==> src/hdl/key_hash_to_slot_unit_macros.svh <==
// Assertion macros shared by the key hash to slot unit RTL.
// Included by hdl/key_hash_to_slot_unit.sv; has no dependencies of its own.
`ifndef KEY_HASH_TO_SLOT_UNIT_MACROS_SVH
`define KEY_HASH_TO_SLOT_UNIT_MACROS_SVH

// Same-cycle implication, sampled on the rising clock, off during reset.
`define KHS_ASSERT_SAME(label, clk, rstn, ante, cons) \
    label: assert property (@(posedge clk) disable iff (!(rstn)) (ante) |-> (cons)) \
        else $error("key hash to slot unit: same-cycle check failed");

// Next-cycle implication, sampled on the rising clock, off during reset.
`define KHS_ASSERT_NEXT(label, clk, rstn, ante, cons) \
    label: assert property (@(posedge clk) disable iff (!(rstn)) (ante) |=> (cons)) \
        else $error("key hash to slot unit: next-cycle check failed");

`endif

==> src/hdl/khs_pkg.sv <==
// Package of the key hash to slot unit: payload types, widths and state codes.
// No dependencies; imported by hdl/key_hash_to_slot_unit.sv.
package khs_pkg;

    localparam int HASH_BITS       = 32;
    localparam int SLOT_BITS       = 16;
    localparam int SLOT_INDEX_BITS = 16;
    localparam int STEP_CNT_BITS   = $clog2(HASH_BITS);

    // Low SLOT_INDEX_BITS bits of the slot, kept to the 16-bit field.
    localparam logic [SLOT_BITS-1:0] SLOT_MASK =
        SLOT_BITS'(((33'(1)) << SLOT_INDEX_BITS) - 33'(1));

    localparam logic [HASH_BITS-1:0] BINARY_SEED = '1;
    localparam logic [HASH_BITS-1:0] STRING_SEED = '0;
    localparam logic [HASH_BITS-1:0] ELF_TOP     = 32'hF000_0000;

    // Configuration register indexes.
    localparam logic CFG_STRING_MODE = 1'b0;
    localparam logic CFG_SLOT_COUNT  = 1'b1;

    // Sequencer states.
    localparam logic [1:0] ST_IDLE = 2'd0;
    localparam logic [1:0] ST_DIV  = 2'd1;
    localparam logic [1:0] ST_DONE = 2'd2;

    typedef struct packed {
        logic [7:0] key_byte;
        logic       last_byte;
    } khs_in_t;

    typedef struct packed {
        logic [SLOT_BITS-1:0] slot_index;
        logic [HASH_BITS-1:0] hash_value;
    } khs_out_t;

    // One byte of the ELF hash.
    function automatic logic [HASH_BITS-1:0] elf_fold(
        input logic [HASH_BITS-1:0] h,
        input logic [7:0]           b
    );
        logic [HASH_BITS-1:0] t;
        logic [HASH_BITS-1:0] top;
        t   = (h << 4) + HASH_BITS'(b);
        top = t & ELF_TOP;
        t   = t ^ (top >> 24);
        return t & ~top;
    endfunction

endpackage

==> src/hdl/key_hash_to_slot_unit.sv <==
// Top level of the key hash to slot unit: byte-wise hash and iterative modulo.
// Depends on hdl/khs_pkg.sv and hdl/key_hash_to_slot_unit_macros.svh.
//
//  Channel  | Direction | Handshake           | Payload
//  s_       | in        | s_valid / s_ready   | khs_in_t  : key_byte, last_byte
//  m_       | out       | m_valid / m_ready   | khs_out_t : slot_index, hash_value
//  cfg_     | in        | cfg_wr_en (no wait) | cfg_index, cfg_wr_data
//
// A byte that ends no key is folded as it is taken; the next byte can follow at once.
// A last byte is folded as it is taken; then the shared restoring subtractor, in ST_DIV,
// takes one hash bit per cycle to form the remainder by slot_count, and ST_DONE loads
// the output register, with the input not ready throughout.
// The result then sits in the output register, and the next key's bytes are taken while it
// waits; a stalled result only holds the next key's load, with the input not ready meanwhile.
// Reset (aresetn low, synchronous) selects binary mode, a slot count of one, and key start.
`include "key_hash_to_slot_unit_macros.svh"

module key_hash_to_slot_unit
    import khs_pkg::*;
(
    input  logic                 aclk,
    input  logic                 aresetn,
    input  logic                 s_valid,
    output logic                 s_ready,
    input  khs_in_t              s_item,
    output logic                 m_valid,
    input  logic                 m_ready,
    output khs_out_t             m_item,
    input  logic                 cfg_wr_en,
    input  logic                 cfg_index,
    input  logic [SLOT_BITS-1:0] cfg_wr_data
);

    // Configuration registers.
    logic                 string_mode_reg;
    logic [SLOT_BITS-1:0] slot_count_reg;

    // Hash state for the key in progress.
    logic [HASH_BITS-1:0] acc_reg, acc_next;
    logic                 ended_reg, ended_next;
    logic                 key_start_reg;

    // Sequencer and the shared subtract unit.
    logic [1:0]               state_reg, state_next;
    logic [STEP_CNT_BITS-1:0] step_reg;
    logic [HASH_BITS-1:0]     dividend_reg;
    logic [SLOT_BITS-1:0]     rem_reg;
    logic [SLOT_BITS:0]       rem_shift;
    logic [SLOT_BITS:0]       rem_diff;
    logic                     rem_ge;
    logic [SLOT_BITS-1:0]     rem_next;

    // Output register.
    logic     m_valid_reg;
    khs_out_t m_item_reg;

    logic accept_in;
    logic base_ended;
    logic [HASH_BITS-1:0] base_acc;
    logic out_free;

    assign s_ready   = (state_reg == ST_IDLE);
    assign accept_in = s_valid && s_ready;
    assign out_free  = !m_valid_reg || m_ready;
    assign m_valid   = m_valid_reg;
    assign m_item    = m_item_reg;

    // Configuration writes.
    always_ff @(posedge aclk) begin
        if (!aresetn) begin
            string_mode_reg <= 1'b0;
            slot_count_reg  <= SLOT_BITS'(1);
        end else if (cfg_wr_en) begin
            case (cfg_index)
                CFG_STRING_MODE: string_mode_reg <= cfg_wr_data[0];
                CFG_SLOT_COUNT:  slot_count_reg  <= cfg_wr_data;
                default:         ;
            endcase
        end
    end

    // Byte fold. At key start the accumulator restarts from the seed of the
    // current mode; the mode is sampled on every byte. In string mode a zero
    // byte ends the string and later bytes leave the hash alone.
    always_comb begin
        base_acc   = key_start_reg ? (string_mode_reg ? STRING_SEED : BINARY_SEED) : acc_reg;
        base_ended = key_start_reg ? 1'b0 : ended_reg;
        acc_next   = base_acc;
        ended_next = base_ended;
        if (string_mode_reg) begin
            if (!base_ended) begin
                if (s_item.key_byte == 8'd0) begin
                    ended_next = 1'b1;
                end else begin
                    acc_next = elf_fold(base_acc, s_item.key_byte);
                end
            end
        end else begin
            acc_next = (base_acc << 5) + base_acc + HASH_BITS'(s_item.key_byte);
        end
    end

    // One restoring division step: bring in the next hash bit, subtract if it fits.
    always_comb begin
        rem_shift = {rem_reg, dividend_reg[HASH_BITS-1]};
        rem_diff  = rem_shift - {1'b0, slot_count_reg};
        rem_ge    = (rem_shift >= {1'b0, slot_count_reg});
        rem_next  = rem_ge ? rem_diff[SLOT_BITS-1:0] : rem_shift[SLOT_BITS-1:0];
    end

    always_comb begin
        state_next = state_reg;
        case (state_reg)
            ST_IDLE: begin
                if (accept_in && s_item.last_byte) begin
                    state_next = ST_DIV;
                end
            end
            ST_DIV: begin
                if (step_reg == STEP_CNT_BITS'(HASH_BITS - 1)) begin
                    state_next = ST_DONE;
                end
            end
            ST_DONE: begin
                if (out_free) begin
                    state_next = ST_IDLE;
                end
            end
            default: state_next = ST_IDLE;
        endcase
    end

    always_ff @(posedge aclk) begin
        if (!aresetn) begin
            state_reg     <= ST_IDLE;
            key_start_reg <= 1'b1;
            ended_reg     <= 1'b0;
            acc_reg       <= BINARY_SEED;
            step_reg      <= '0;
            m_valid_reg   <= 1'b0;
        end else begin
            state_reg <= state_next;
            if (accept_in) begin
                acc_reg       <= acc_next;
                ended_reg     <= s_item.last_byte ? 1'b0 : ended_next;
                key_start_reg <= s_item.last_byte;
            end
            if (state_reg == ST_DIV) begin
                step_reg <= step_reg + STEP_CNT_BITS'(1);
            end else begin
                step_reg <= '0;
            end
            if (state_reg == ST_DONE && out_free) begin
                m_valid_reg <= 1'b1;
            end else if (m_ready) begin
                m_valid_reg <= 1'b0;
            end
        end
    end

    // Divider data path and result payload; no reset needed.
    always_ff @(posedge aclk) begin
        if (accept_in && s_item.last_byte) begin
            dividend_reg <= acc_next;
            rem_reg      <= '0;
        end else if (state_reg == ST_DIV) begin
            dividend_reg <= dividend_reg << 1;
            rem_reg      <= rem_next;
        end
        if (state_reg == ST_DONE && out_free) begin
            m_item_reg.hash_value <= acc_reg;
            m_item_reg.slot_index <= (slot_count_reg == '0) ? '0 : (rem_reg & SLOT_MASK);
        end
    end

    // A last byte starts the modulo from step zero on the next cycle.
    `KHS_ASSERT_NEXT(a_last_starts_div, aclk, aresetn, accept_in && s_item.last_byte, state_reg == ST_DIV && step_reg == '0)
    // Other bytes keep the unit free for the following byte.
    `KHS_ASSERT_NEXT(a_mid_byte_stays_idle, aclk, aresetn, accept_in && !s_item.last_byte, state_reg == ST_IDLE && !key_start_reg)
    // The partial remainder never reaches the divisor.
    `KHS_ASSERT_SAME(a_rem_below_div, aclk, aresetn, state_reg == ST_DIV && slot_count_reg != '0, rem_reg < slot_count_reg)
    // A delivered slot lies inside the index.
    `KHS_ASSERT_SAME(a_slot_in_range, aclk, aresetn, m_valid_reg && slot_count_reg != '0, m_item_reg.slot_index < slot_count_reg)

endmodule

==> config.mk <==
export PLATFORM = sky130hd
export DESIGN_NAME = key_hash_to_slot_unit
export DESIGN_NICKNAME = d
export VERILOG_FILES = /design/src/hdl/khs_pkg.sv /design/src/hdl/key_hash_to_slot_unit.sv
export VERILOG_INCLUDE_DIRS = /design/src /design/src/hdl
export SDC_FILE = /design/constraint.sdc
export NUM_CORES = 1
export LEC_CHECK = 0
export BUFFER_PORTS_ARGS = -buffer_cell sky130_fd_sc_hd__buf_4
export CAP_MARGIN = 40
export CELL_PAD_IN_SITES_DETAIL_PLACEMENT = 2
export CELL_PAD_IN_SITES_GLOBAL_PLACEMENT = 2
export CORE_ASPECT_RATIO = 0.9
export CORE_UTILIZATION = 38
export CTS_BUF_LIST = sky130_fd_sc_hd__clkbuf_4
export DETAILED_ROUTE_END_ITERATION = 12
export PLACE_DENSITY = 0.88
export SKIP_CTS_REPAIR_TIMING = 1
export SLEW_MARGIN = 5
export SYNTH_ARGS = -nofsm -noshare
export SYNTH_HDL_FRONTEND = slang
export SYNTH_SLANG_ARGS = --single-unit
==> constraint.sdc <==
create_clock -name aclk -period 5.2 [get_ports aclk]
set_input_delay 0.78 -clock aclk [delete_from_list [all_inputs] [get_ports aclk]]
set_output_delay 0.78 -clock aclk [all_outputs]
set_load 0.03 [all_outputs]
# Word-level counts from Yosys, hierarchy flattened
# Cells that the tools add are included.
# op_classes
addsub	5
magnitude_cmp	1
eq_ne	6
n_mux	19
bitwise	4
n_reduce_logical	14
# op_table
cell	count
two-way mux 32 bit	7
adder 32 x 8 -> 32 bit	2
adder 32 bit	1
bitwise AND 32 bit	1
NOT 32 bit	1
XOR 32 x 8 -> 32 bit	1
greater-or-equal comparator 17 x 16 -> 1 bit	1
zero test 16 bit	1
two-way mux 16 bit	1
subtractor 16 bit	1
zero test 8 bit	1
two-way mux 1 bit	7
two-way mux 2 bit	3
case mux 2 bit (3 select lines)	1
AND reduction 2 bit	3
adder 5 x 1 -> 5 bit (second input constant)	1
== test 5 bit (second input constant)	1
inequality test 2 bit (second input constant)	2
nonzero test 2 bit	2
logical AND 1 bit	3
AND reduction 3 bit	1
== test 2 x 1 -> 1 bit (second input constant)	1
== test 2 bit (second input constant)	1
zero test 2 bit	1
4 further kinds	4
# totals
regBits	155

# Logic depth before layout (Yosys ltp)
# Gate-level depths: netlist (run 1).
# depth
word_depth	9
ltp_mapped	19
ltp_nobuf	15

# Worst setup path after synthesis (run 1)
# OpenSTA, ideal clock, no wires.
# synth_timing
path_kind	reg2reg
from	register key_start_reg
to	register dividend_reg[12] (data pin)
setup_ns	0.266
arrival_ns	3.899
required_ns	4.934
path_slack_ns	1.035
stages_incl_launch_ff	20
path_buffers	4
period_less_slack_ns	4.165
path_cell_list	dfxtp_1 > buf_6 > nor2b_1 > buf_2 > buf_2 > buf_1 > a21o_1 > inv_1 > fa_1 > inv_1 > ha_1 > and3_1 > a221oi_2 > o21ai_2 > or3_1 > a31oi_1 > xor2_1 > nor2_1 > a2111oi_0 > nor2_1
# synth_between
elab_chain_cells	8
# synth_lines
element	line_no	source
start: declaration	key_hash_to_slot_unit.sv:41	logic key_start_reg;
start signal: assignment	key_hash_to_slot_unit.sv:146	key_start_reg <= s_item.last_byte;
branches (longest 6 deep; another with adder 32 bit)	--	
two-way mux 32 bit (*)	key_hash_to_slot_unit.sv:90	if (string_mode_reg) begin
two-way mux 32 bit (*)	key_hash_to_slot_unit.sv:163	if (accept_in && s_item.last_byte) begin
end signal: assignment	key_hash_to_slot_unit.sv:164	dividend_reg <= acc_next;
end signal: assignment	key_hash_to_slot_unit.sv:167	dividend_reg <= dividend_reg << 1;
end: declaration	key_hash_to_slot_unit.sv:46	logic [HASH_BITS-1:0] dividend_reg;
# Mark *: on every way between the ends.
# A chain may end at the register's enable or synchronous reset.

# Final worst setup path (run 1)
# layout_timing
from	register key_start_reg
to	register dividend_reg[22] (data pin)
# Same word-level chain as after synthesis.

==> impl_results.md, run 1 <==
* Vias per inst at 5.911
* Max FO, Critical Path at 34
* Most common cell after layout, fill and taps aside: nand2_1
* Final period utilization at 0.8866
* Power per Cell Area at roughly 490 nW/µm²
* Worst endpoint data arrival time at a little under 5 ns
* H-tree depth at 4
* Global route total overflow at 0
* Die area at around 27000 µm²
* Leading cell types in the layout, fill and taps excluded: nand2_1 (166), buf_4 (97), ha_1 (80), edfxtp_1 (80), nor2_1 (78)
* Clock tree sinks at 155
* First-pass GRT wire length at slightly below 60 mm
* Worst VDD drop at 0.0002247 V
* Chip width at 174.1 µm
* Pleak at 4.648 nW
* # rows at 56
* Met2 Use GR at 0.4562
* Slew Limit Fails at 0
* Share of cells above drive strength 1 at 0.1262
* Synthesized area at 10120 µm²
* Async SR Flop Fraction at 0
* Netlist cell types at 79
* GPL Wtd Cong at 0.9102
* P&R area growth vs syn at 12.45%
* RSZ-0062 raised after global routing: no
* I/O pin total at 81
* Outcome: finished, final reports clean
* Drt total wl at 37.91 mm
* Mapped Avg Cell Area at roughly 8.9 µm²
* Total GRT Usage at 0.2830
* Max clock buf depth at 2
* Fmax at 0.2169 GHz
* Yosys top cell area share at 0.2373
* Pre-CTS setup slack at ~0.65 ns
* Slew HR at 0.4047
* EDFF count, synth at 80
* Most Crowded Layer GR: met2
* GRT met1 Usage at 0.3836
* Synth area leader: edfxtp_1
* Avg WL per Cell at 24.16 µm
* Area post-placement at 11100 µm²
* HP Class: in2reg
* IO Port Bufs at 80
* Die height at around 160 µm
* Tmin final at 4.610 ns
* Root Driver: clkbuf_4
* Starting Density at 0.3874
* Number of synthesis warnings at 0
* Clock Latency Late Sink at about 0.6 ns
* Design area at 11380 µm²
* Post-DRT Antenna Nets at 0
* Fin nets at approximately 1300
* Gate Count Post-Synth at 1143
* WP data required at 5.53 ns
* Placeable core area at 26140 µm²
* Clock transition at path regs at ~0.16 ns
* Drt first pass iters at 8
* GRT met3 Usage at 0.05175
* Clk_skew at 0.02820 ns
* Initial DRC count at between 600 and 700
* Vias in the first global route at 9955
* CTS buffer count at 17
* Critical path class: reg2reg
* Slew @ Worst Pin at approximately 0.9 ns
* Max-Cap Viols at 0
* Setup TNS at 0 ns
* Worst setup margin at 0.5896 ns
* Syn_nets at between 1000 and 1500
* Ys flop type: edfxtp_1
* Largest net degree at the start of global routing at 63
* Final Hold Vio Count at 0
* Max reg flops at 48
* Initial antenna violation count at 1
* Crit end category: flop
* CTS tree: built
* Sequential area share after synthesis at 0.3856
* Final setup viols at 0
* Startpoint types: flop
* Total number of vias at 9275
* Residual DRC at 0
* Largest cells by area after synthesis: edfxtp_1 (24%), dfxtp_1 (15%), ha_1 (9.9%)
* Yosys reg bits at approximately 160
* Post-DP HPWL at 29.56 mm
-- layer usage --
metal / part of all wire / routed length (µm) / vias to the layer above
met2: 0.46 / 17450 / 280
met4: 0.022 / 847 / 0
met1: 0.46 / 17310 / 4697
li1: - / - / 4245
met5: 0 / 0 / -
met3: 0.061 / 2295 / 53
-- cell families after synthesis --
logic type,synth area share
AO/OA/AOI/OAI,0.2116
multiplexers,0.01409
buffers and inverters,0.04091
XOR/XNOR,0.05364
flip-flops,0.3856
AND/OR/NAND/NOR,0.1834
adder cells (fa/ha/maj),0.1107
-- metrics by stage --
step           cells  hold WS, ns  power, W    util
3_5_place_dp    1536       0.4715  0.004711  0.4247
2_1_floorplan   1143       0.4175  0.003728       -
5_1_grt         1569       0.3937  0.005893  0.4356
6_report        1569       0.4113  0.005572  0.4356
4_1_cts         1568       0.3885  0.005526  0.4355
3_3_place_gp    1535       0.4286  0.004467  0.4243
-- Yosys cell counts (all sizes together) (3+ instances only) --
| library cell | instances |
|---|---|
| o21a | 11 |
| nand2b | 15 |
| nand2 | 167 |
| o2111ai | 3 |
| dfxtp | 75 |
| o22ai | 3 |
| o221ai | 3 |
| xor2 | 21 |
| a21o | 28 |
| inv | 52 |
| a211oi | 5 |
| o31ai | 4 |
| a2111oi | 3 |
| nor2b | 17 |
| nor2 | 78 |
| xnor2 | 41 |
| mux2i | 12 |
| and2 | 23 |
| nor4 | 10 |
| and3 | 14 |
| a211o | 7 |
| fa | 6 |
| nor3 | 19 |
| o211ai | 23 |
| nor3b | 4 |
| nand3 | 30 |
| a21boi | 17 |
| or2 | 3 |
| buf | 8 |
| a21oi | 64 |
| clkbuf | 45 |
| a41oi | 4 |
| a31oi | 23 |
| or3 | 3 |
| nand4 | 5 |
| o21bai | 4 |
| o21ai | 97 |
| edfxtp | 80 |
| o311ai | 6 |
| ha | 80 |
-- critical path, cell delays in order (launching register included) --
cell and delay [ns]:
dfxtp_1 0.38, buf_4 0.35, nand2b_1 0.35, buf_4 0.28
o21ai_0 0.28, ha_1 0.35, ha_1 0.37, nand3_1 0.16
o21ai_0 0.32, o211ai_2 0.19, o31ai_4 0.37, a31oi_1 0.24
xnor2_1 0.19, o21ai_0 0.37, o21ai_0 0.15
-- area by class of cell --
type / instances / area [µm²]
diodes: 1 / 2.502
clock buffers: 17 / 127.6
clock inverters: 15 / 152.6
fillers: 2879 / 14750
inverters: 53 / 198.9
multi-input cells: 882 / 5822
flip-flops and latches: 155 / 3905
well taps: 348 / 435.4
repair buffers: 98 / 739.5
-- where the power goes --
group          leakage (nW)  internal [W]  switching (W)
Clock                 0.153      0.000256       0.000515
Sequential             1.36       0.00148       0.000203
Combinational          3.14       0.00116        0.00196
Total                  4.65       0.00290        0.00267
-- final timing paths --
path	startpoint	to	slack, ns	cells past startpoint
worst max-delay path	key_start_reg$_SDFFE_PN1P_	dividend_reg[22]$_DFFE_PP_	0.59	14
worst min-delay path	cfg_wr_data[0]	slot_count_reg[0]$_SDFFE_PN1P_	0.41	3
worst max register to register	key_start_reg$_SDFFE_PN1P_	dividend_reg[22]$_DFFE_PP_	0.59	14
worst min register to register	step_reg[0]$_SDFF_PN0_	step_reg[0]$_SDFF_PN0_	0.49	1
(Power assumes the default switching activity.)
==> inputs of run 2 (changes only) <==
--- a/config.mk
+++ b/config.mk
@@ -15,6 +15,7 @@
 export CTS_BUF_LIST = sky130_fd_sc_hd__clkbuf_4
 export DETAILED_ROUTE_END_ITERATION = 12
 export PLACE_DENSITY = 0.88
+export REMOVE_ABC_BUFFERS = 1
 export SKIP_CTS_REPAIR_TIMING = 1
 export SLEW_MARGIN = 5
 export SYNTH_ARGS = -nofsm -noshare
==> impl_results.md, run 2 (same netlist as run 1, synthesis figures left out) <==
* CTS buffer count at 17 (unchanged)
* Clock Latency Late Sink at 0.60 ns (about the same)
* Max FO, Critical Path at 17 (was 34)
* Initial antenna violation count at 1 (unchanged)
* Clock transition at path regs at 0.15 ns (was 0.16 ns)
* Met2 wire len at 18.62 mm (was 17.45 mm)
* Tot Pwr at 0.005613 W (was 0.005572 W)
* Share of cells above drive strength 1 at 0.1254 (was 0.1262)
* Die area at 27300 µm² (unchanged)
* Vias per inst at 5.957 (was 5.911)
* R2r setup slk at 0.39 ns (was 0.59 ns)
* Peak per-stage delay on the critical path at 0.64 ns (was 0.38 ns)
* Critical path depth in cells at 14 (unchanged)
* Max-Cap Viols at 0 (unchanged)
* Critical path cell sequence: buf_4 -> nand2b_1 -> o21ai_0 -> ha_1 -> ha_1 -> and3_1 -> a221oi_2 -> o21ai_2 -> o211ai_2 -> o31ai_4 -> a31oi_1 -> xnor2_1 -> o21ai_0 -> o21ai_0 (was buf_4 -> nand2b_1 -> buf_4 -> o21ai_0 -> ha_1 -> ha_1 -> nand3_1 -> o21ai_0 -> o211ai_2 -> o31ai_4 -> a31oi_1 -> xnor2_1 -> o21ai_0 -> o21ai_0)
* Area of the multi-input gates at 5822 µm² (unchanged)
* Post-DRT Antenna Nets at 0 (unchanged)
* RSZ-0062 raised after global routing: no (unchanged)
* Tmin final at 4.808 ns (was 4.610 ns)
* Crit-path most repeated cell: o21ai_0 (unchanged)
* Uppermost layer routed: met4 (unchanged)
* CP startpoint: key_start_reg$_SDFFE_PN1P_ (unchanged)
* Worst Path Buf+Inv at 1 (was 2)
* Largest net degree at the start of global routing at 63 (unchanged)
* CTS tree: built (unchanged)
* Global route total overflow at 0 (unchanged)
* Max clock buf depth at 2 (unchanged)
* Slew @ Worst Pin at 0.9034 ns (was 0.8836 ns)
* Int Power at 0.002982 W (was 0.002897 W)
* Drt first pass iters at 5 (was 8)
* Family with the most delay on the worst path: compound AO/OA/AOI/OAI gates (unchanged)
* Met3 wire len at 2.121 mm (was 2.295 mm)
* Clk_skew at 0.01781 ns (was 0.02820 ns)
* Total number of vias at 9346 (was 9275)
* Pleak at 4.643 nW (was 4.648 nW)
* # rows at 56 (unchanged)
* Final-layout fill cell count at 2883 (was 2879)
* Drt total wl at 38.27 mm (was 37.91 mm)
* Final Hold Vio Count at 0 (unchanged)
* Reg power frac at 0.300 (was 0.303)
* Starting Density at 0.3874 (unchanged)
* Slew Limit Fails at 0 (unchanged)
* Total GRT Usage at 0.2853 (was 0.2830)
* Critical path class: reg2reg (unchanged)
* Fin nets at 1324 (unchanged)
* Power per Cell Area at 492.1 nW/µm² (was 489.5 nW/µm²)
* Residual DRC at 0 (unchanged)
* Worst endpoint data arrival time at 5.14 ns (was 4.94 ns)
* Setup TNS at 0 ns (unchanged)
* Clock tree sinks at 155 (unchanged)
* Register-to-Register Path Depth at 14 (unchanged)
* Psw at 0.002631 W (was 0.002675 W)
* Clk pwr share at 0.148 (was 0.138)
* Hold depth at 3 (unchanged)
* Design area at 11410 µm² (was 11380 µm²)
* Register area at 3905 µm² (unchanged)
* Startpoint types: flop (unchanged)
* H-tree depth at 4 (unchanged)
* Initial DRC count at 629 (was 640)
* Slew HR at 0.3977 (was 0.4047)
* Met1 WL at 16.02 mm (was 17.31 mm)
* Leading cell types in the layout, fill and taps excluded: nand2_1 (166), buf_4 (97), ha_1 (80), edfxtp_1 (80), nor2_1 (78) (unchanged)
* Logic pwr share at 0.552 (was 0.559)
* Outcome: finished, final reports clean (unchanged)
* Hold EP: slot_count_reg[0]$_SDFFE_PN1P_ (unchanged)
* Hold path start: cfg_wr_data[0] (unchanged)
* Die height at 156.8 µm (unchanged)
* Most common cell after layout, fill and taps aside: nand2_1 (unchanged)
* Crit end category: flop (unchanged)
* GPL Wtd Cong at 0.9275 (was 0.9102)
* Post-DP HPWL at 28.75 mm (was 29.56 mm)
* WP data required at 5.53 ns (about the same)
* Final setup viols at 0 (unchanged)
* Net Sw Frac at 0.4687 (was 0.4800)
* P&R area growth vs syn at 12.68% (was 12.45%)
* Reg-to-Reg Start: key_start_reg$_SDFFE_PN1P_ (unchanged)
* Fmax at 0.2080 GHz (was 0.2169 GHz)
* Reg2reg end: dividend_reg[22]$_DFFE_PP_ (unchanged)
* Chip width at 174.1 µm (unchanged)
* Placeable core area at 26140 µm² (unchanged)
* Area post-placement at 11100 µm² (unchanged)
* HP Class: in2reg (unchanged)
* Avg WL per Cell at 24.39 µm (was 24.16 µm)
* Vias in the first global route at 10120 (was 9955)
* First-pass GRT wire length at 59.53 mm (was 58.89 mm)
* IO Port Bufs at 80 (unchanged)
* Final period utilization at 0.9245 (was 0.8866)
* Root Driver: clkbuf_4 (unchanged)
* Max reg flops at 48 (unchanged)
* CP max stage cell: dfxtp_1 (unchanged)
* I/O pin total at 81 (unchanged)
* Worst VDD drop at 0.0001773 V (was 0.0002247 V)
## run 2: layout make-up
cell class,count,share of cell area
clock buffer,18,0.01185
tap,348,0.03817
antenna,1,0.0002194
inverter,53,0.01744
sequential,155,0.3423
clock inverter,14,0.01481
multi-input combinational,882,0.5104
timing repair buffer,98,0.06482
## run 2: through the flow
| step | instances | hold slack (ns) | setup WS, ns | utilization |
|---|---|---|---|---|
| after floorplan | 1090 | 0.4175 | 0.1949 | - |
| after global placement | 1535 | 0.4312 | 0.8365 | 0.4243 |
| after detailed placement | 1536 | 0.4651 | 0.5766 | 0.4247 |
| after CTS | 1568 | 0.3767 | 0.4565 | 0.4364 |
| after global routing | 1569 | 0.3870 | 0.1798 | 0.4365 |
| final | 1569 | 0.4082 | 0.3924 | 0.4365 |
## run 2: worst register-to-register path, stage by stage (launching register included)
cell and delay [ns]:
dfxtp_1 0.64, buf_4 0.27, nand2b_1 0.36, o21ai_0 0.41, ha_1 0.35, ha_1 0.37, and3_1 0.24, a221oi_2 0.27
o21ai_2 0.13, o211ai_2 0.28, o31ai_4 0.13, a31oi_1 0.38, xnor2_1 0.15, o21ai_0 0.40, o21ai_0 0.17
## run 2: layer usage
metal / GRT usage / up-vias
li1: - / 4242
met1: 0.3554 / 4657
met2: 0.4928 / 347
met3: 0.04179 / 100
met4: 0.1216 / 0
met5: 0 / -
## run 2: worst max path at each step
stage                                 endpoint  slack [ns]
floorplan           dividend_reg[12]$_DFFE_PP_        0.19
finish              dividend_reg[22]$_DFFE_PP_        0.39
CTS                 dividend_reg[22]$_DFFE_PP_        0.46
global route        dividend_reg[22]$_DFFE_PP_        0.18
global placement    dividend_reg[25]$_DFFE_PP_        0.84
detailed placement  dividend_reg[22]$_DFFE_PP_        0.58
## run 2: power by group through the flow
stage	combinational (W)	sequential, W	clock (W)
6_report	0.00310	0.00168	0.000830
5_1_grt	0.00334	0.00170	0.000886
4_1_cts	0.00306	0.00168	0.000836
3_5_place_dp	0.00301	0.00170	0
3_3_place_gp	0.00276	0.00168	0
2_1_floorplan	0.00209	0.00161	0
==> inputs of run 3 (changes only) <==
--- a/config.mk
+++ b/config.mk
@@ -10,11 +10,11 @@
 export CAP_MARGIN = 40
 export CELL_PAD_IN_SITES_DETAIL_PLACEMENT = 2
 export CELL_PAD_IN_SITES_GLOBAL_PLACEMENT = 2
-export CORE_ASPECT_RATIO = 0.9
-export CORE_UTILIZATION = 38
+export CORE_ASPECT_RATIO = 0.8
+export CORE_UTILIZATION = 35
 export CTS_BUF_LIST = sky130_fd_sc_hd__clkbuf_4
 export DETAILED_ROUTE_END_ITERATION = 12
-export PLACE_DENSITY = 0.88
+export PLACE_DENSITY = 0.85
 export REMOVE_ABC_BUFFERS = 1
 export SKIP_CTS_REPAIR_TIMING = 1
 export SLEW_MARGIN = 5
==> constraint.sdc (replaced) <==
create_clock -name aclk -period 4.1 [get_ports aclk]
set_input_delay 0.615 -clock aclk [delete_from_list [all_inputs] [get_ports aclk]]
set_output_delay 0.615 -clock aclk [all_outputs]
set_load 0.03 [all_outputs]
==> impl_results.md, run 3 (same netlist as run 1, synthesis figures left out) <==
* Worst VDD drop at 0.0002599 V (was 0.0001773 V)
* Startpoint types: flop (unchanged)
* Tmin final at 4.018 ns (was 4.808 ns)
* Critical path class: reg2reg (unchanged)
* Post-DRT Antenna Nets at 0 (unchanged)
* Final-layout fill cell count at 3170 (was 2883)
* H-tree depth at 4 (unchanged)
* Max reg flops at 48 (unchanged)
* Crit end category: flop (unchanged)
* GPL Wtd Cong at 0.9580 (was 0.9275)
* First-pass GRT wire length at 57.62 mm (was 59.53 mm)
* WP data required at 4.44 ns (was 5.53 ns)
* Fmax at 0.2489 GHz (was 0.2080 GHz)
* Root Driver: clkbuf_4 (unchanged)
* Placeable core area at 28350 µm² (was 26140 µm²)
* Chip width at 192.1 µm (was 174.1 µm)
* Drt total wl at 38.36 mm (was 38.27 mm)
* CTS tree: built (unchanged)
* Drt first pass iters at 6 (was 5)
* Setup TNS at 0 ns (unchanged)
* CP max stage cell: dfxtp_4 (was dfxtp_1)
* Clock transition at path regs at 0.15 ns (about the same)
* Final setup viols at 0 (unchanged)
* Clock Latency Late Sink at 0.58 ns (was 0.60 ns)
* Met2 wire len at 18.05 mm (was 18.62 mm)
* Total number of vias at 9375 (was 9346)
* P&R area growth vs syn at 17.49% (was 12.68%)
* Tot Pwr at 0.007243 W (was 0.005613 W)
* Fin nets at 1364 (was 1324)
* Total GRT Usage at 0.2549 (was 0.2853)
* Max-Cap Viols at 0 (unchanged)
* Crit-path most repeated cell: ha_1 (was o21ai_0)
* HP Class: in2reg (unchanged)
* I/O pin total at 81 (unchanged)
* Slew Limit Fails at 0 (unchanged)
* Peak per-stage delay on the critical path at 0.39 ns (was 0.64 ns)
* Critical path cell sequence: buf_12 -> clkinvlp_4 -> buf_4 -> a21o_1 -> ha_1 -> ha_1 -> and3_4 -> a221oi_4 -> o21ai_4 -> or3_1 -> a31oi_1 -> xor2_1 -> nor2_2 -> a2111oi_2 -> nor2_1 (was buf_4 -> nand2b_1 -> o21ai_0 -> ha_1 -> ha_1 -> and3_1 -> a221oi_2 -> o21ai_2 -> o211ai_2 -> o31ai_4 -> a31oi_1 -> xnor2_1 -> o21ai_0 -> o21ai_0)
* Final period utilization at 0.9800 (was 0.9245)
* Slew HR at 0.4549 (was 0.3977)
* IO Port Bufs at 80 (unchanged)
* # rows at 55 (was 56)
* Clock tree sinks at 155 (unchanged)
* Vias per inst at 5.748 (was 5.957)
* Most common cell after layout, fill and taps aside: nand2_1 (unchanged)
* Met3 wire len at 1.879 mm (was 2.121 mm)
* Share of cells above drive strength 1 at 0.1722 (was 0.1254)
* Starting Density at 0.3571 (was 0.3874)
* Outcome: finished, final reports clean (unchanged)
* Largest net degree at the start of global routing at 63 (unchanged)
* Post-DP HPWL at 28.92 mm (was 28.75 mm)
* Die area at 29610 µm² (was 27300 µm²)
* CTS buffer count at 17 (unchanged)
* Initial DRC count at 605 (was 629)
* Leading cell types in the layout, fill and taps excluded: nand2_1 (165), buf_4 (135), edfxtp_1 (80), ha_1 (78), nor2_1 (77) (was nand2_1 (166), buf_4 (97), ha_1 (80), edfxtp_1 (80), nor2_1 (78))
* Max clock buf depth at 2 (unchanged)
* Slew @ Worst Pin at 0.8091 ns (was 0.9034 ns)
* Worst endpoint data arrival time at 4.35 ns (was 5.14 ns)
* Power per Cell Area at 609.0 nW/µm² (was 492.1 nW/µm²)
* Initial antenna violation count at 1 (unchanged)
* Uppermost layer routed: met4 (unchanged)
* Max FO, Critical Path at 18 (was 17)
* Met1 WL at 17.54 mm (was 16.02 mm)
* Avg WL per Cell at 23.52 µm (was 24.39 µm)
* Vias in the first global route at 9726 (was 10120)
* Residual DRC at 0 (unchanged)
* Pleak at 4.848 nW (was 4.643 nW)
* Global route total overflow at 0 (unchanged)
* Die height at 154.1 µm (was 156.8 µm)
* Final Hold Vio Count at 0 (unchanged)
* Clk_skew at 0.02458 ns (was 0.01781 ns)
-- run 3: worst paths after layout --
check | start | to | slack, ns | depth (start not counted)
worst max register to register | key_start_reg$_SDFFE_PN1P_ | dividend_reg[12]$_DFFE_PP_ | 0.08 | 15
worst min-delay path | cfg_wr_data[6] | slot_count_reg[6]$_SDFFE_PN0P_ | 0.27 | 3
worst max-delay path | key_start_reg$_SDFFE_PN1P_ | dividend_reg[12]$_DFFE_PP_ | 0.08 | 15
worst min register to register | step_reg[0]$_SDFF_PN0_ | step_reg[0]$_SDFF_PN0_ | 0.47 | 1
-- run 3: worst max-delay path: cells and delay by family, from the launching register on --
kind	cells	cell delay (ns)
simple gates	4	0.78
buf+inv	3	0.53
compound gates	5	1.15
xor+xnor	1	0.23
fa+ha+maj	2	0.68
flops	1	0.39
-- run 3: stage by stage --
| stage | instances | worst slack, ns | util | hold WS [ns] | cell area [µm²] |
|---|---|---|---|---|---|
| 2_1_floorplan | 1090 | -0.9051 | - | 0.4175 | 9908 |
| 3_3_place_gp | 1590 | 0.1422 | 0.4017 | 0.4334 | 11390 |
| 3_5_place_dp | 1590 | -0.1569 | 0.4017 | 0.4459 | 11390 |
| 4_1_cts | 1622 | -0.2745 | 0.4108 | 0.2487 | 11650 |
| 5_1_grt | 1631 | -0.07762 | 0.4195 | 0.2621 | 11890 |
| 6_report | 1631 | 0.08208 | 0.4195 | 0.2732 | 11890 |
-- run 3: metal layers --
| layer | vias up | GRT usage |
|---|---|---|
| met5 | - | 0 |
| li1 | 4330 | - |
| met3 | 54 | 0.04086 |
| met4 | 0 | 0.07387 |
| met1 | 4742 | 0.3462 |
| met2 | 249 | 0.4145 |
-- run 3: final cells by class --
cell class | instances | area [µm²] | share of cell area
Inverter | 53 | 202.7 | 0.01704
Tap cell | 370 | 462.9 | 0.03892
Antenna cell | 1 | 2.502 | 0.0002104
Sequential cell | 155 | 3909 | 0.3286
Clock buffer | 18 | 135.1 | 0.01136
Clock inverter | 14 | 121.4 | 0.01020
Multi-Input combinational cell | 882 | 5982 | 0.5029
Timing Repair Buffer | 138 | 1079 | 0.09068
-- run 3: report_power, final --
part	internal [W]	switching, W	total, W
Combinational	0.00166	0.00257	0.00422
Clock	0.000308	0.000605	0.000913
Sequential	0.00188	0.000228	0.00211
Total	0.00384	0.00340	0.00724
